==> config.mk <==
export PLATFORM = sky130hd
export DESIGN_NAME = fasta_fastq_record_parser_unit
export DESIGN_NICKNAME = d
export VERILOG_FILES = /design/src/sv/frp_pkg.sv /design/src/sv/fasta_fastq_record_parser_unit.sv /design/src/sv/frp_cfg_regs.sv /design/src/sv/frp_parse_core.sv
export SDC_FILE = /design/constraint.sdc
export NUM_CORES = 1
export LEC_CHECK = 0
export ABC_AREA = 0
export BUFFER_PORTS_ARGS = -buffer_cell sky130_fd_sc_hd__buf_2
export CORE_ASPECT_RATIO = 1.25
export CORE_MARGIN = 3
export CORE_UTILIZATION = 49
export CTS_BUF_LIST = sky130_fd_sc_hd__clkbuf_8
export CTS_CLUSTER_SIZE = 25
export DETAILED_ROUTE_END_ITERATION = 8
export PLACE_DENSITY_LB_ADDON = 0.12
export SETUP_SLACK_MARGIN = 0.15
export SLEW_MARGIN = 15
export SYNTH_ARGS = -nofsm -noshare
export SYNTH_HDL_FRONTEND = slang
export SYNTH_SLANG_ARGS = --single-unit
==> constraint.sdc <==
create_clock -name clk -period 3.05 [get_ports clk]
set_input_delay 0.61 -clock clk [delete_from_list [all_inputs] [get_ports clk]]
set_output_delay 0.61 -clock clk [all_outputs]
set_load 0.03 [all_outputs]
==> src/sv/frp_pkg.sv <==
// Shared types and constants for the FASTA/FASTQ record parser.
`default_nettype none
package frp_pkg;

	localparam int unsigned PADDR_W = 4;
	localparam int unsigned PDATA_W = 32;

	localparam logic [1:0] REG_FORMAT_FASTQ  = 2'd0;
	localparam logic [1:0] REG_DROP_NAME     = 2'd1;
	localparam logic [1:0] REG_DROP_SEQUENCE = 2'd2;
	localparam logic [1:0] REG_DROP_QUALITY  = 2'd3;

	localparam logic [2:0] TAG_NAME    = 3'd0;
	localparam logic [2:0] TAG_COMMENT = 3'd1;
	localparam logic [2:0] TAG_SEQ     = 3'd2;
	localparam logic [2:0] TAG_QUAL    = 3'd3;
	localparam logic [2:0] TAG_END     = 3'd4;

	localparam logic [2:0] PH_IDLE     = 3'd0;
	localparam logic [2:0] PH_HEADER   = 3'd1;
	localparam logic [2:0] PH_BODY     = 3'd2;
	localparam logic [2:0] PH_SEEK     = 3'd3;
	localparam logic [2:0] PH_PLUS     = 3'd4;
	localparam logic [2:0] PH_QUAL     = 3'd5;

	localparam logic [1:0] HP_NONE     = 2'd0;
	localparam logic [1:0] HP_NAME     = 2'd1;
	localparam logic [1:0] HP_COMMENT  = 2'd2;

	localparam logic [7:0] CH_GT    = 8'h3E;
	localparam logic [7:0] CH_AT    = 8'h40;
	localparam logic [7:0] CH_PLUS  = 8'h2B;
	localparam logic [7:0] CH_TAB   = 8'h09;
	localparam logic [7:0] CH_CR    = 8'h0D;
	localparam logic [7:0] CH_NL    = 8'h0A;
	localparam logic [7:0] CH_SPACE = 8'h20;

	localparam logic KIND_BYTE = 1'b0;
	localparam logic KIND_EOI  = 1'b1;

	typedef struct packed {
		logic       kind;
		logic [7:0] byte_value;
	} in_item_t;

	typedef struct packed {
		logic [2:0] field_tag;
		logic [7:0] data_byte;
		logic       record_ok;
	} out_item_t;

	typedef struct packed {
		logic format_fastq;
		logic drop_name;
		logic drop_sequence;
		logic drop_quality;
	} cfg_t;

	typedef struct packed {
		logic [2:0] record_phase;
		logic       at_line_start;
		logic [1:0] header_part;
	} parse_state_t;

	localparam parse_state_t STATE_RESET = '{
		record_phase:  PH_IDLE,
		at_line_start: 1'b1,
		header_part:   HP_NONE
	};

endpackage
`default_nettype wire

==> src/sv/fasta_fastq_record_parser_unit.sv <==
// Top level of the FASTA/FASTQ record parser: input register, parse core, result register.
// The input channel (item_valid, item_ready, item) carries one stream byte or an
// end-of-input mark per transfer. The result channel (result_valid, result_ready,
// result) carries tagged name, comment, sequence and quality bytes and record ends.
// Each input transfer gives zero or one result transfer.
// An accepted item waits in the input register until the result register can take its
// result; then it updates the parse state and its result goes to the result register.
// Throughput is one item per cycle while the receiver does not stall.
// When the receiver stalls with a result pending, the item in the input register
// waits, and item_ready drops until the result register can be reloaded.
// Reset clears both valid flags, the parse state (no record open, at line start)
// and all configuration registers (FASTA mode, nothing dropped).
// The APB port takes writes in a setup and an access phase; a write to the format
// register also clears the parse state. Registers are to be written only while idle;
// the block itself does not enforce it.
`default_nettype none
module fasta_fastq_record_parser_unit (
	input  wire logic                          clk,
	input  wire logic                          arst_n,
	input  wire logic                          item_valid,
	output logic                               item_ready,
	input  wire frp_pkg::in_item_t             item,
	output logic                               result_valid,
	input  wire logic                          result_ready,
	output frp_pkg::out_item_t                 result,
	input  wire logic                          psel,
	input  wire logic                          penable,
	input  wire logic                          pwrite,
	input  wire logic [frp_pkg::PADDR_W-1:0]   paddr,
	input  wire logic [frp_pkg::PDATA_W-1:0]   pwdata,
	output logic      [frp_pkg::PDATA_W-1:0]   prdata,
	output logic                               pready
);

	frp_pkg::cfg_t      cfg;
	logic               parse_clear;
	logic               valid_s1;
	frp_pkg::in_item_t  item_s1;
	logic               proc;
	logic               step_valid;
	frp_pkg::out_item_t step_res;
	logic               result_valid_q;
	frp_pkg::out_item_t result_q;

	frp_cfg_regs u_cfg (
		.clk         (clk),
		.arst_n      (arst_n),
		.psel        (psel),
		.penable     (penable),
		.pwrite      (pwrite),
		.paddr       (paddr),
		.pwdata      (pwdata),
		.prdata      (prdata),
		.pready      (pready),
		.cfg         (cfg),
		.parse_clear (parse_clear)
	);

	frp_parse_core u_core (
		.clk         (clk),
		.arst_n      (arst_n),
		.step_en     (proc),
		.parse_clear (parse_clear),
		.cfg         (cfg),
		.item        (item_s1),
		.res_valid   (step_valid),
		.res         (step_res)
	);

	assign proc       = valid_s1 && (!result_valid_q || result_ready);
	assign item_ready = !valid_s1 || proc;

	always_ff @(posedge clk or negedge arst_n) begin
		if (!arst_n) begin
			valid_s1 <= 1'b0;
		end else if (item_ready) begin
			valid_s1 <= item_valid;
		end
	end

	always_ff @(posedge clk) begin
		if (item_ready && item_valid) begin
			item_s1 <= item;
		end
	end

	always_ff @(posedge clk or negedge arst_n) begin
		if (!arst_n) begin
			result_valid_q <= 1'b0;
		end else if (proc) begin
			result_valid_q <= step_valid;
		end else if (result_ready) begin
			result_valid_q <= 1'b0;
		end
	end

	always_ff @(posedge clk) begin
		if (proc && step_valid) begin
			result_q <= step_res;
		end
	end

	assign result_valid = result_valid_q;
	assign result       = result_q;

endmodule
`default_nettype wire

==> src/sv/frp_cfg_regs.sv <==
// APB configuration registers of the record parser.
`default_nettype none
module frp_cfg_regs (
	input  wire logic                          clk,
	input  wire logic                          arst_n,
	input  wire logic                          psel,
	input  wire logic                          penable,
	input  wire logic                          pwrite,
	input  wire logic [frp_pkg::PADDR_W-1:0]   paddr,
	input  wire logic [frp_pkg::PDATA_W-1:0]   pwdata,
	output logic      [frp_pkg::PDATA_W-1:0]   prdata,
	output logic                               pready,
	output frp_pkg::cfg_t                      cfg,
	output logic                               parse_clear
);

	frp_pkg::cfg_t cfg_q;
	logic          wr_en;
	logic [1:0]    reg_idx;
	logic          rd_bit;

	assign pready  = 1'b1;
	assign wr_en   = psel && penable && pwrite && pready;
	assign reg_idx = paddr[3:2];
	assign cfg     = cfg_q;
	assign parse_clear = wr_en && (reg_idx == frp_pkg::REG_FORMAT_FASTQ);

	always_ff @(posedge clk or negedge arst_n) begin
		if (!arst_n) begin
			cfg_q <= '0;
		end else if (wr_en) begin
			unique case (reg_idx)
				frp_pkg::REG_FORMAT_FASTQ:  cfg_q.format_fastq  <= pwdata[0];
				frp_pkg::REG_DROP_NAME:     cfg_q.drop_name     <= pwdata[0];
				frp_pkg::REG_DROP_SEQUENCE: cfg_q.drop_sequence <= pwdata[0];
				frp_pkg::REG_DROP_QUALITY:  cfg_q.drop_quality  <= pwdata[0];
				default: ;
			endcase
		end
	end

	always_comb begin
		unique case (reg_idx)
			frp_pkg::REG_FORMAT_FASTQ:  rd_bit = cfg_q.format_fastq;
			frp_pkg::REG_DROP_NAME:     rd_bit = cfg_q.drop_name;
			frp_pkg::REG_DROP_SEQUENCE: rd_bit = cfg_q.drop_sequence;
			frp_pkg::REG_DROP_QUALITY:  rd_bit = cfg_q.drop_quality;
			default:                    rd_bit = 1'b0;
		endcase
		prdata = {{(frp_pkg::PDATA_W-1){1'b0}}, rd_bit};
	end

endmodule
`default_nettype wire

==> src/sv/frp_parse_core.sv <==
// Parse state registers and the per-item state update with result selection.
`default_nettype none
module frp_parse_core (
	input  wire logic              clk,
	input  wire logic              arst_n,
	input  wire logic              step_en,
	input  wire logic              parse_clear,
	input  wire frp_pkg::cfg_t     cfg,
	input  wire frp_pkg::in_item_t item,
	output logic                   res_valid,
	output frp_pkg::out_item_t     res
);

	frp_pkg::parse_state_t st_q;
	frp_pkg::parse_state_t st_d;
	logic [7:0]            b;
	logic                  ls;
	logic [2:0]            ph;

	always_ff @(posedge clk or negedge arst_n) begin
		if (!arst_n) begin
			st_q <= frp_pkg::STATE_RESET;
		end else if (parse_clear) begin
			st_q <= frp_pkg::STATE_RESET;
		end else if (step_en) begin
			st_q <= st_d;
		end
	end

	always_comb begin
		st_d      = st_q;
		res_valid = 1'b0;
		res       = '0;
		b         = item.byte_value;
		ls        = st_q.at_line_start;
		ph        = st_q.record_phase;
		if (item.kind == frp_pkg::KIND_EOI) begin
			st_d = frp_pkg::STATE_RESET;
			res.field_tag = frp_pkg::TAG_END;
			if (cfg.format_fastq) begin
				if (ph >= frp_pkg::PH_HEADER && ph <= frp_pkg::PH_PLUS) begin
					res_valid = 1'b1;
				end else if (ph == frp_pkg::PH_QUAL) begin
					res_valid     = 1'b1;
					res.record_ok = !ls;
				end
			end else if (ph != frp_pkg::PH_IDLE) begin
				res_valid     = 1'b1;
				res.record_ok = (ph == frp_pkg::PH_BODY);
			end
		end else begin
			st_d.at_line_start = (b == frp_pkg::CH_NL);
			res.data_byte      = b;
			if (cfg.format_fastq) begin
				case (ph)
					frp_pkg::PH_HEADER: begin
						if (b == frp_pkg::CH_NL) begin
							st_d.record_phase = frp_pkg::PH_BODY;
							st_d.header_part  = frp_pkg::HP_NONE;
						end else if (st_q.header_part == frp_pkg::HP_NAME) begin
							if (b == frp_pkg::CH_SPACE || b == frp_pkg::CH_TAB) begin
								st_d.header_part = frp_pkg::HP_COMMENT;
							end else begin
								res_valid     = !cfg.drop_name;
								res.field_tag = frp_pkg::TAG_NAME;
							end
						end else begin
							res_valid     = !cfg.drop_name;
							res.field_tag = frp_pkg::TAG_COMMENT;
						end
					end
					frp_pkg::PH_BODY: begin
						if (b == frp_pkg::CH_NL) begin
							st_d.record_phase = frp_pkg::PH_SEEK;
						end else begin
							res_valid     = !cfg.drop_sequence;
							res.field_tag = frp_pkg::TAG_SEQ;
						end
					end
					frp_pkg::PH_SEEK: begin
						if (ls && b == frp_pkg::CH_PLUS) begin
							st_d.record_phase = frp_pkg::PH_PLUS;
						end
					end
					frp_pkg::PH_PLUS: begin
						if (b == frp_pkg::CH_NL) begin
							st_d.record_phase = frp_pkg::PH_QUAL;
						end
					end
					frp_pkg::PH_QUAL: begin
						if (b == frp_pkg::CH_NL) begin
							st_d.record_phase = frp_pkg::PH_IDLE;
							res_valid         = 1'b1;
							res.field_tag     = frp_pkg::TAG_END;
							res.data_byte     = '0;
							res.record_ok     = 1'b1;
						end else begin
							res_valid     = !cfg.drop_quality;
							res.field_tag = frp_pkg::TAG_QUAL;
						end
					end
					default: begin
						st_d.record_phase = frp_pkg::PH_IDLE;
						st_d.header_part  = frp_pkg::HP_NONE;
						if (ls && b == frp_pkg::CH_AT) begin
							st_d.record_phase = frp_pkg::PH_HEADER;
							st_d.header_part  = frp_pkg::HP_NAME;
						end
					end
				endcase
			end else begin
				if (ph > frp_pkg::PH_BODY) begin
					ph = frp_pkg::PH_IDLE;
				end
				st_d.record_phase = ph;
				if (ls) begin
					if (b == frp_pkg::CH_GT) begin
						res_valid         = (ph != frp_pkg::PH_IDLE);
						res.field_tag     = frp_pkg::TAG_END;
						res.data_byte     = '0;
						res.record_ok     = (ph == frp_pkg::PH_BODY);
						st_d.record_phase = frp_pkg::PH_HEADER;
						st_d.header_part  = frp_pkg::HP_NAME;
					end else begin
						st_d.header_part  = frp_pkg::HP_NONE;
						st_d.record_phase = frp_pkg::PH_BODY;
						res_valid         = (b != frp_pkg::CH_NL) && !cfg.drop_sequence;
						res.field_tag     = frp_pkg::TAG_SEQ;
					end
				end else if (b == frp_pkg::CH_NL) begin
					st_d.header_part = frp_pkg::HP_NONE;
				end else if (st_q.header_part == frp_pkg::HP_NAME) begin
					if (b == frp_pkg::CH_SPACE || b == frp_pkg::CH_TAB ||
						b == frp_pkg::CH_CR) begin
						st_d.header_part = frp_pkg::HP_COMMENT;
					end else begin
						res_valid     = !cfg.drop_name;
						res.field_tag = frp_pkg::TAG_NAME;
					end
				end else if (st_q.header_part == frp_pkg::HP_COMMENT) begin
					res_valid     = !cfg.drop_name;
					res.field_tag = frp_pkg::TAG_COMMENT;
				end else begin
					st_d.record_phase = frp_pkg::PH_BODY;
					res_valid         = !cfg.drop_sequence;
					res.field_tag     = frp_pkg::TAG_SEQ;
				end
			end
		end
	end

endmodule
`default_nettype wire

# Word-level counts from Yosys, hierarchy flattened
# Index checks and enable logic that the tools add are counted.
word_totals:
  reg_bits: 33
  input_bits: 52
  word_cells: 149
op_classes:
  magnitude_cmp: 3
  eq_ne: 27
  n_mux: 71
  reduce_logical: 34
ops:
  columns: ["cell", "count"]
  rows:
  - ["3-bit 2-to-1 mux", 17]
  - ["9-bit 2-to-1 mux", 4]
  - ["1-bit 2-to-1 mux", 29]
  - ["8-bit by 4-bit == test with 1-bit output (second input constant)", 3]
  - ["8-bit by 6-bit == test with 1-bit output (second input constant)", 3]
  - ["2-bit 2-to-1 mux", 12]
  - ["6-bit 2-to-1 mux", 3]
  - ["5-bit by 4-bit != test with 1-bit output (second input constant)", 3]
  - ["3-bit one-hot mux with 5 select lines", 1]
  - ["12-bit 2-to-1 mux", 1]
  - ["6-bit by 4-bit != test with 1-bit output (second input constant)", 2]
  - ["6-bit AND reduction", 2]
  - ["6-bit nonzero test", 2]
  - ["1-bit logical AND", 10]
  - ["5-bit != test (second input constant)", 2]
  - ["3-bit by 2-bit == test with 1-bit output (second input constant)", 3]
  - ["3-bit one-hot mux with 3 select lines", 1]
  - ["8-bit by 7-bit == test with 1-bit output (second input constant)", 1]
  - ["8-bit by 4-bit != test with 1-bit output (second input constant)", 1]
  - ["2-bit AND reduction", 4]
  - ["2-bit == test (second input constant)", 3]
  - ["3-bit == test (second input constant)", 2]
  - ["1-bit zero test", 6]
  - ["3-bit nonzero test", 2]
  - ["other kinds (13)", 18]

# Depth between registers and ports, before layout
# Gate-level depths: netlist of run 1.
depth:
  word_depth: 12
  depth_mapped: 8

# Cells and area by module
# A second synthesis of run 1 with hierarchy kept.
hier_totals:
  hier_cells: 217
  area_unflattened_um2: 2197.1
modules_own_cells:
  columns: ["mod", "n_inst", "cells_per_inst", "area_per_inst_um2", "seq_area_each_um2"]
  rows:
  - ["frp_parse_core", 1, 135, 987.2, 151.4]
  - ["fasta_fastq_record_parser_unit", 1, 31, 739.5, 680.7]
  - ["frp_cfg_regs", 1, 51, 470.5, 100.1]

# Worst setup path before layout of run 1
# Ideal clock, no wire load.
synth_path:
  path_type: "register to register"
  start: "register u_core.st_q[1] in the netlist's numbering"
  end: "register result_q (netlist bit result[0]) (enable)"
  setup_ps: 345
  arrival_ps: 2143
  slack_ps: 562
  path_stages_with_launch: 8
  n_path_buf: 0
  synth_period_minus_slack_ps: 2488
  path_cell_list: "dfrtp_1 > inv_1 > ha_1 > or4b_4 > a2111oi_4 > o32ai_1 > a311oi_2 > o21ai_1"
synth_via:
  elab_chain_cells: 8
synth_lines:
  columns: ["element", "line_no", "source"]
  rows:
  - ["start: declaration", "frp_parse_core.sv:14", "frp_pkg::parse_state_t st_q;"]
  - ["start signal: assignment", "frp_parse_core.sv:22", "st_q <= frp_pkg::STATE_RESET;"]
  - ["start signal: assignment", "frp_parse_core.sv:24", "st_q <= frp_pkg::STATE_RESET;"]
  - ["start signal: assignment", "frp_parse_core.sv:26", "st_q <= st_d;"]
  - ["2-bit == test", "frp_parse_core.sv:140", "end else if (st_q.header_part == frp_pkg::HP_COMMENT) begin"]
  - ["1-bit 2-to-1 mux", "frp_parse_core.sv:140", null]
  - ["1-bit 2-to-1 mux", "frp_parse_core.sv:132", "end else if (st_q.header_part == frp_pkg::HP_NAME) begin"]
  - ["1-bit 2-to-1 mux", "frp_parse_core.sv:130", "end else if (b == frp_pkg::CH_NL) begin"]
  - ["1-bit 2-to-1 mux", "frp_parse_core.sv:116", "if (ls) begin"]
  - ["1-bit 2-to-1 mux *", "frp_parse_core.sv:54", "if (cfg.format_fastq) begin"]
  - ["1-bit 2-to-1 mux *", "frp_parse_core.sv:37", "if (item.kind == frp_pkg::KIND_EOI) begin"]
  - ["1-bit logical AND *", "fasta_fastq_record_parser_unit.sv:98", "if (proc && step_valid) begin"]
  - ["end signal: assignment", "fasta_fastq_record_parser_unit.sv:99", "result_q <= step_res;"]
  - ["end: declaration", "fasta_fastq_record_parser_unit.sv:43", "frp_pkg::out_item_t result_q;"]
# Mark *: on every way between the ends. The rest lies on a longest branch, timed or not.
# A chain may end at the register's enable or synchronous reset.

# Worst setup path in the final report of run 1
layout_path:
  start: "register u_core.st_q[1] in the netlist's numbering"
  end: "register result_q (netlist bit result[1]) (enable)"
# The elaborated chain is that of the path after synthesis.

==> results of run 1 <==
state kept, by name, indices dropped and copies added, names as in the netlist:
| register | count |
|---|---|
| item_s1 | 9 |
| result | 12 |
| result_valid | 1 |
| u_cfg.cfg | 4 |
| u_core.ls | 1 |
| u_core.st_q | 5 |
| valid_s1 | 1 |
power breakdown:
part	switching, mW	internal [mW]	leakage (nW)	total (mW)
Sequential	0.103	0.591	0.354	0.694
Clock	0.152	0.150	0.0428	0.302
Combinational	0.409	0.215	0.610	0.624
per-layer routing:
metal	share of wire	vias to the layer above	wire length (um)
li1	-	846	-
met1	0.41	816	1981
met2	0.48	87	2315
met3	0.074	17	359
met4	0.034	0	165
met5	0	-	0
how the worst min path moves through the flow:
stage,startpoint,end,slack [ps]
3_5_place_dp,arst_n,u_core.st_q[1],500
2_1_floorplan,arst_n,result_valid,310
3_3_place_gp,arst_n,u_core.st_q[1],500
4_1_cts,arst_n,u_core.st_q[1],190
6_report,arst_n,u_core.st_q[0],190
5_1_grt,arst_n,u_core.st_q[0],200
final cells by class:
type | instances | share of cell area
clock inverters | 2 | 0.003080
flip-flops and latches | 33 | 0.3824
repair buffers | 37 | 0.08008
multi-input cells | 171 | 0.4579
inverters | 12 | 0.01848
well taps | 58 | 0.02977
clock buffers | 5 | 0.02823
cells by family after synthesis:
| logic type | Yosys count |
|---|---|
| buffers and inverters | 53 |
| adders and majority gates | 5 |
| AOI/OAI and AO/OA | 47 |
| DFF | 33 |
| muxes | 6 |
| other | 2 |
| and+or+nand+nor | 81 |
cells in the mapped netlist (4+ instances only):
cell type / n / area, um2
nor3_1: 5 / 25.02
nand2_1: 9 / 33.78
and2_1: 6 / 37.54
o211ai_1: 4 / 30.03
nand3b_1: 4 / 30.03
inv_1: 12 / 45.04
mux2_2: 4 / 45.04
nand3_1: 6 / 30.03
o21ai_0: 6 / 30.03
buf_4: 33 / 247.7
a21oi_1: 8 / 40.04
clkbuf_1: 7 / 26.28
o21ai_1: 4 / 20.02
edfxtp_1: 21 / 630.6
ha_1: 5 / 62.56
dfrtp_1: 11 / 275.3
nor2b_1: 6 / 37.54
nor2_1: 15 / 56.30
==> results summary, run 1 <==
The clock network latency to the later pin of the worst-skew pair is about 290 ps. The number of warnings reported in the yosys synthesis log came out at 0. On the critical path, the stage with the largest delay is an instance of or4b_4.

For met3 alone, demand over resource in global routing was 0.03967. The async set or reset register ratio after synthesis is 0.3636. The most critical setup path has its endpoint at result[1]. The count of non-filler cells in the finished layout came out at around 320.

The effective utilization at floorplan is 0.5106. The number of buffer and inverter stages on the critical path came out at 2. The cell total after placement is roughly 310.

The number of resized instances in the post-cts repair step came out at 0. TritonCTS built the clock tree. The type of the worst min-delay path is in -> async. The final worst clock skew is roughly 4.5 ps. The count of TritonRoute iterations in the first routing pass came out at 4.

In this run the core area contains 27 standard-cell rows. For this run, the top clock speed supported by timing is 372.2 MHz. The count of distinct cell types in the synthesized netlist is 60. The transition at the pin with the smallest max-transition slack is between 600 and 700 ps.

The core region is approximately 4400 um2. Counting flops and latches in the post-synthesis netlist gives 33. The number of pins with negative max-slew slack in the final report is 0. In the global route stage, met1 resource usage came out at 0.2240. The library cell used most frequently in the layout, excluding fill and tap cells, is buf_2.

The met2 track utilization from global routing is 0.2956. Of the total synthesized cell area, the portion taken by full adders, half adders and majority gates is 0.02769. Of the total synthesized cell area, the portion taken by XOR and XNOR cells is 0. STA classifies the critical path endpoint as a flip-flop. The first global-routing pass estimated approximately 7500 um of wire. The final non-filler cell area is between 2000 and 2500 um2.

At the worst endpoint, the required time is between 3000 and 4000 ps. Post-CTS timing repair inserted 0 buffers for setup. The area fraction in compound gates after synthesis is 0.1561.

The die area came out at between 5000 and 6000 um2. Setup repair after global routing left no endpoint under its margin. The number of synthesized flops with an enable pin is 21. The flow ran to the end, and the final reports show no timing, DRC or antenna violations. The gate count after technology mapping is ~230. The number of clock sinks seen by CTS is 33.

After detailed routing, the number of remaining DRC violations is 0. After layout, the worst setup slack is around 360 ps. Walking the worst path, the cells encountered are inv_1 > ha_1 > or4b_4 > a2111oi_4 > o32ai_1 > a311oi_2 > o21ai_1 > buf_4. The path type of the worst setup path is reg -> reg.

For this run, the register share of the synthesized area comes to 0.4125. The final-layout setup total negative slack is 0 ps. The placement-stage worst setup slack is roughly 420 ps.

The reg2reg setup slack came out at roughly 360 ps. The average vias per placed instance is around 5.6. STA classifies the critical path startpoint as a flip-flop. The number of H-tree levels is 2. The weighted congestion at the end of routability-driven global placement is roughly 0.89.

The final count of negative-setup-slack endpoints came out at 0. The area taken by multi-input logic gates is roughly 1100 um2. For this run, the leading register cell type out of synthesis is edfxtp_1. The final worst-path cycle share came out at 0.8810. The arrival time of the worst setup path came out at about 2700 ps.

The number of hold buffers added after CTS is 0. The proportion of synthesized area in mux cells is 0.03654. Of the total synthesized cell area, the portion taken by AND, OR, NAND and NOR gates is 0.2204.

The number of antenna violations at the first check in global routing is 0. The final standard cell utilization of the core came out at 0.5507. The number of antenna diodes is 0. The layout cell share with drive strength beyond 1 came out at 0.2038. Buffers placed on the I/O ports in this run total 33. The total power per unit cell area came out at ~660 nW/um2. The aggregate global-route resource usage came out at 0.1840. The longest individual stage delay on the worst path is around 500 ps. After synthesis, the largest family of logic cells by area is simple AND/OR/NAND/NOR gates.

The die span in x came out at approximately 67 um. The final period demand of the worst path came out at 2687 ps. The remaining max-slew budget at the tightest pin is 0.5452. The pin count of the biggest net entering global routing is 20. The leakage power summed over all cells is between 1 and 1.5 nW. The count of routing violations after the opening detailed-route iteration came out at slightly below 80. The overall die height came out at roughly 82 um. The clock-pin transition on the worst setup and hold timing paths is roughly 70 ps. between 90 and 100 I/O pins were placed. The largest voltage drop on the vdd net came out at about 0.00034 V.

Of all nets on the critical path, the largest fanout is 12. The tool flagged a number of max-cap violations equal to 0. After detailed routing, the total wire length is 4821 um. Detailed routing inserted a total of 1,766 vias. The filler cells instantiated in the layout total about 420. In this run the critical register-to-register path is captured at result[1]. The design draws ~1.6 mW. The total stage count of the critical path came out at 8.

The longest clock path from root to sink contains 2 buffers. The via count of the first global-routing pass is approximately 1,600. The worst register-to-register path begins at u_core.st_q[1].

The aggregate global routing overflow came out at 0. The worst setup path startpoint is u_core.st_q[1]. The global routing stage identified its most utilized layer as met2. In the layout the commonest cells are 33 x buf_2, 32 x conb_1, 21 x edfxtp_1.

The final count of hold timing violations is 0. The area growth from synthesis to layout is 7.863%. The clock root buffer master is clkbuf_8.

At the end of the flow, the number of nets in the layout was approximately 320. The estimated wirelength of the detail-placed design came out at around 3700 um. The number of cells on the worst reg-to-reg path came out at 8.

The register area came out at roughly 930 um2. In the final routed layout, each cell accounts on average for about 15 um. The TritonCTS buffer count is 5. After synthesis, the mean cell area works out to between 9 and 10 um2. The number of nets still failing antenna checks after routing came out at 0. The post-detailed-placement cell area came out at between 2000 and 2500 um2. Broken down by cell family, the worst path's largest delay share belongs to compound AO/OA/AOI/OAI gates. The hold slack came out at roughly 190 ps. The synthesized netlist occupies a cell area of between 2000 and 2500 um2.
Power figures use the tool's default switching activity.
==> run 2: changes to the inputs <==
--- a/config.mk
+++ b/config.mk
@@ -18,4 +18,5 @@
 export SLEW_MARGIN = 15
 export SYNTH_ARGS = -nofsm -noshare
 export SYNTH_HDL_FRONTEND = slang
+export SYNTH_HIERARCHICAL = 1
 export SYNTH_SLANG_ARGS = --single-unit
==> constraint.sdc (replaced) <==
create_clock -name clk -period 3.05 [get_ports clk]
set_input_delay 0.61 -clock clk [delete_from_list [all_inputs] [get_ports clk]]
set_output_delay 0.61 -clock clk [all_outputs]
set_load 0.01 [all_outputs]
==> run 2 against run 1 <==
Largest power group unchanged. Non-clock buffer count unchanged. Combinational power fell by 20%. Routed wire length shrank 11%. Worst hold slack improved by 4.1 ps. Register-to-register slack better by 140 ps. Largest cell class unchanged. Sequential power up 3%.
==> results summary, run 2 <==
The flow ran to the end, and the final reports show no timing, DRC or antenna violations. The effective utilization at floorplan is 0.5236 (+0.01295). The TritonCTS buffer count came to 5 (unchanged). The most common library cell in the layout ignoring fill and taps is buf_2. The sequential fraction of the synthesis area is 0.4243 (+0.01175).

The fraction of synthesized cell area taken by the top area cell type is 0.2870 (+0.007946). The total via count in the routed design came out at 1,617 (-8.4%). The pin count of the biggest net entering global routing is 21 (+5.0%). By count the netlist is led by 34 x buf_4, 21 x edfxtp_1, 11 x dfrtp_1, 10 x nand2_1. The arrival time of the worst setup path was 2540 ps (-180 ps). The count of TritonRoute iterations in the first routing pass came out at 4 (unchanged). The number of antenna diodes is 0 (unchanged).

The number of H-tree levels is 2 (unchanged). The number of antenna violations at the first check in global routing is 0 (unchanged). Setup repair after global routing left no endpoint under its margin.

The largest total area in the synthesized netlist belongs to edfxtp_1. The area inside the core boundary was 4197 um2 (-5.2%). The routed wire length was 4298 um (-11%).

The count of non-filler cells in the finished layout is 305 (-4.1%). The die area is 5328 um2 (-2.6%). The worst setup path is captured at a flip-flop.

The endpoint identified for the worst register-to-register timing path is result[7]. Yosys instantiated no cell more often than buf_4. The wire length on met3 was 268 um (-25%). The number of flip-flops and latches in the synthesized netlist came to 33 (unchanged). The count of distinct cell types in the synthesized netlist is 62 (+3.3%). The via count of the first global-routing pass came out at 1,475 (-7.1%). The aggregate global routing overflow came out at 0 (unchanged). The transition at the pin with the smallest max-transition slack is 594.9 ps (-87.28 ps).

The final-layout setup total negative slack came to 0 ps (unchanged). The worst-path maximum fanout is 12 (unchanged). The reg2reg setup slack is 500 ps (+140 ps). The count of maximum capacitance violations is 0 (unchanged).

The number of nets still failing antenna checks after routing came out at 0 (unchanged). The die span in x is 65.89 um (-1.3%). Ranked by total cell area, the synthesized netlist is headed by edfxtp_1 29%, dfrtp_1 13%, buf_4 12%, a21oi_1 2.1%, mux2_1 2.1%. For this run, the leading register cell type out of synthesis is edfxtp_1. The async set or reset register ratio after synthesis is 0.3636 (unchanged). The type of the worst min-delay path is in -> async. The placement-stage worst setup slack is 559.4 ps (+139.4 ps). The detailed-routed wire length on met2 came out at 2198 um (-5.1%). The total power per unit cell area is 675.1 nW/um2 (+1.5%). The final count of negative-setup-slack endpoints came out at 0 (unchanged).

TritonCTS built the clock tree. In this run the critical register-to-register path is launched from item_s1[1]. The data required time of the critical path is 3040 ps (-50 ps). The largest voltage drop on the vdd net came to 0.0004427 V (+30%). The number of pins with negative max-slew slack in the final report is 0 (unchanged). The number of input and output port buffers inserted is 33 (unchanged). The number of cells on the worst reg-to-reg path is 8 (unchanged). The net count reported at finish is 302 (-4.7%). The highest attainable clock frequency is 392.9 MHz (+5.6%). The final critical-path setup slack came to 504.6 ps (+141.6 ps). The number of buffers between clock root and the deepest sink came to 2 (unchanged).

The final worst-path cycle share came out at 0.8345 (-0.04642). The number of hold buffers added after CTS is 0 (unchanged). The total standard cell area after synthesis is 2197 um2 (-2.8%). The average footprint of a synthesized cell came out at 10.12 um2 (+1.7%). The remaining max-slew budget at the tightest pin is 0.6034 (+0.05819). The routed wire length per instance came to 14.09 um (-7.0%).

The clock network latency to the later pin of the worst-skew pair came out at 280 ps (about the same). The number of clock sinks seen by CTS is 33 (unchanged). The count of routing violations after the opening detailed-route iteration came to 84 (+7.7%). Signal routing reaches up to met4. The aggregate global-route resource usage was 0.1744 (-0.009566). The area taken by multi-input logic gates came out at 1050 um2 (-5.9%). The final count of hold timing violations came out at 0 (unchanged). The hold slack is 190.0 ps (+4.110 ps). The number of resized instances in the post-cts repair step is 0 (unchanged). The layout cell share with drive strength beyond 1 is 0.2651 (+0.06121). The final standard cell utilization of the core came out at 0.5719 (+0.02111). The wire length of the first global-routing pass is 7113 um (-5.4%). The tree is rooted in a clkbuf_8. The estimated wirelength of the detail-placed design came out at 3254 um (-11%). The count of fill cells added during filler insertion is 373 (-11%). The number of flip-flops in the largest register came to 12 (unchanged). The cell total after placement came out at 297 (-4.5%).

The critical path in this run is classified as reg -> reg. The number of synthesized flops with an enable pin came to 21 (unchanged). The count of standard-cell rows is 26 (-3.7%). The register area came out at 932.1 um2 (unchanged).

The number of ports placed on the die boundary is 99 (unchanged). The startpoint type of the worst setup path is a flip-flop. The sum of routed wire segments on met1 is 1808 um (-8.7%).

The leakage power summed over all cells is 0.9897 nW (-1.6%). The clock-pin transition on the worst setup and hold timing paths is 70 ps (about the same). The number of warnings reported in the yosys synthesis log is 6 (+6). The count of unresolved DRC violations after routing is 0 (unchanged). The final period demand of the worst path came out at 2545 ps (-141.6 ps). The number of buffers inserted to repair setup after CTS is 0 (unchanged).

The signed area change from the synthesized netlist to the final layout came out at 9.225%. The overall die height is 80.87 um (-1.3%). In the layout the commonest cells are 33 x buf_2, 32 x conb_1, 21 x edfxtp_1. The average vias per placed instance came to 5.302 (-4.5%).

The final worst clock skew came to 3.257 ps (-1.289 ps). The gate count after technology mapping was 217 (-4.4%). The weighted congestion at the end of routability-driven global placement was 0.9381 (+5.9%).
## run 2: logic make-up (layout without fill, tap and decap cells)
kind of cell,count (synthesis),after routing,share of synthesized area
other,2,32,0.003418
and+or+nand+nor,75,75,0.2215
buffers and inverters,53,55,0.1492
adders and majority gates,2,2,0.01139
AOI/OAI and AO/OA,43,43,0.1407
DFF,33,33,0.4243
muxes,8,8,0.04556
xor gates and xnor gates,1,1,0.003987
## run 2: how the worst max path moves through the flow
stage                  to  cells after the start       start
6_report        result[7]                      8  item_s1[1]
5_1_grt         result[9]                      8  item_s1[7]
4_1_cts         result[9]                      8  item_s1[1]
3_5_place_dp    result[9]                      8  item_s1[1]
3_3_place_gp   result[10]                      8  item_s1[1]
2_1_floorplan   result[0]                      8  item_s1[1]
## run 2: area by class of cell
cell class | instances | area share
Sequential cell | 33 | 0.3884
Tap cell | 56 | 0.02920
Inverter | 10 | 0.01564
Clock buffer | 5 | 0.02868
Clock inverter | 3 | 0.01929
Timing Repair Buffer | 37 | 0.08133
Multi-Input combinational cell | 161 | 0.4374
## run 2: critical path, cell delays in order (launching register included)
cell and delay (ps):
edfxtp_1 440, nor4b_4 170, and4b_2 300, a211oi_1 390, a211oi_1 140, o32ai_1 340
nand2_1 120, nor2b_1 130, buf_4 210
## run 2: through the flow
stage | area [um2] | power (mW)
final | 2400 | 1.620
after detailed placement | 2285 | 1.213
after global routing | 2400 | 1.727
after CTS | 2400 | 1.629
after global placement | 2285 | 1.211
after floorplan | 2310 | 1.097
## run 2: layer usage
metal | up-vias | global-route usage
li1 | 792 | -
met1 | 766 | 0.2166
met2 | 57 | 0.2979
met3 | 2 | 0.03181
met4 | 0 | 0.06846
met5 | - | 0
## run 2: where the power goes
group | leakage [nW] | internal (mW) | switching [mW]
clock network | 0.0543 | 0.244 | 0.165
registers | 0.349 | 0.592 | 0.121
logic | 0.586 | 0.225 | 0.273
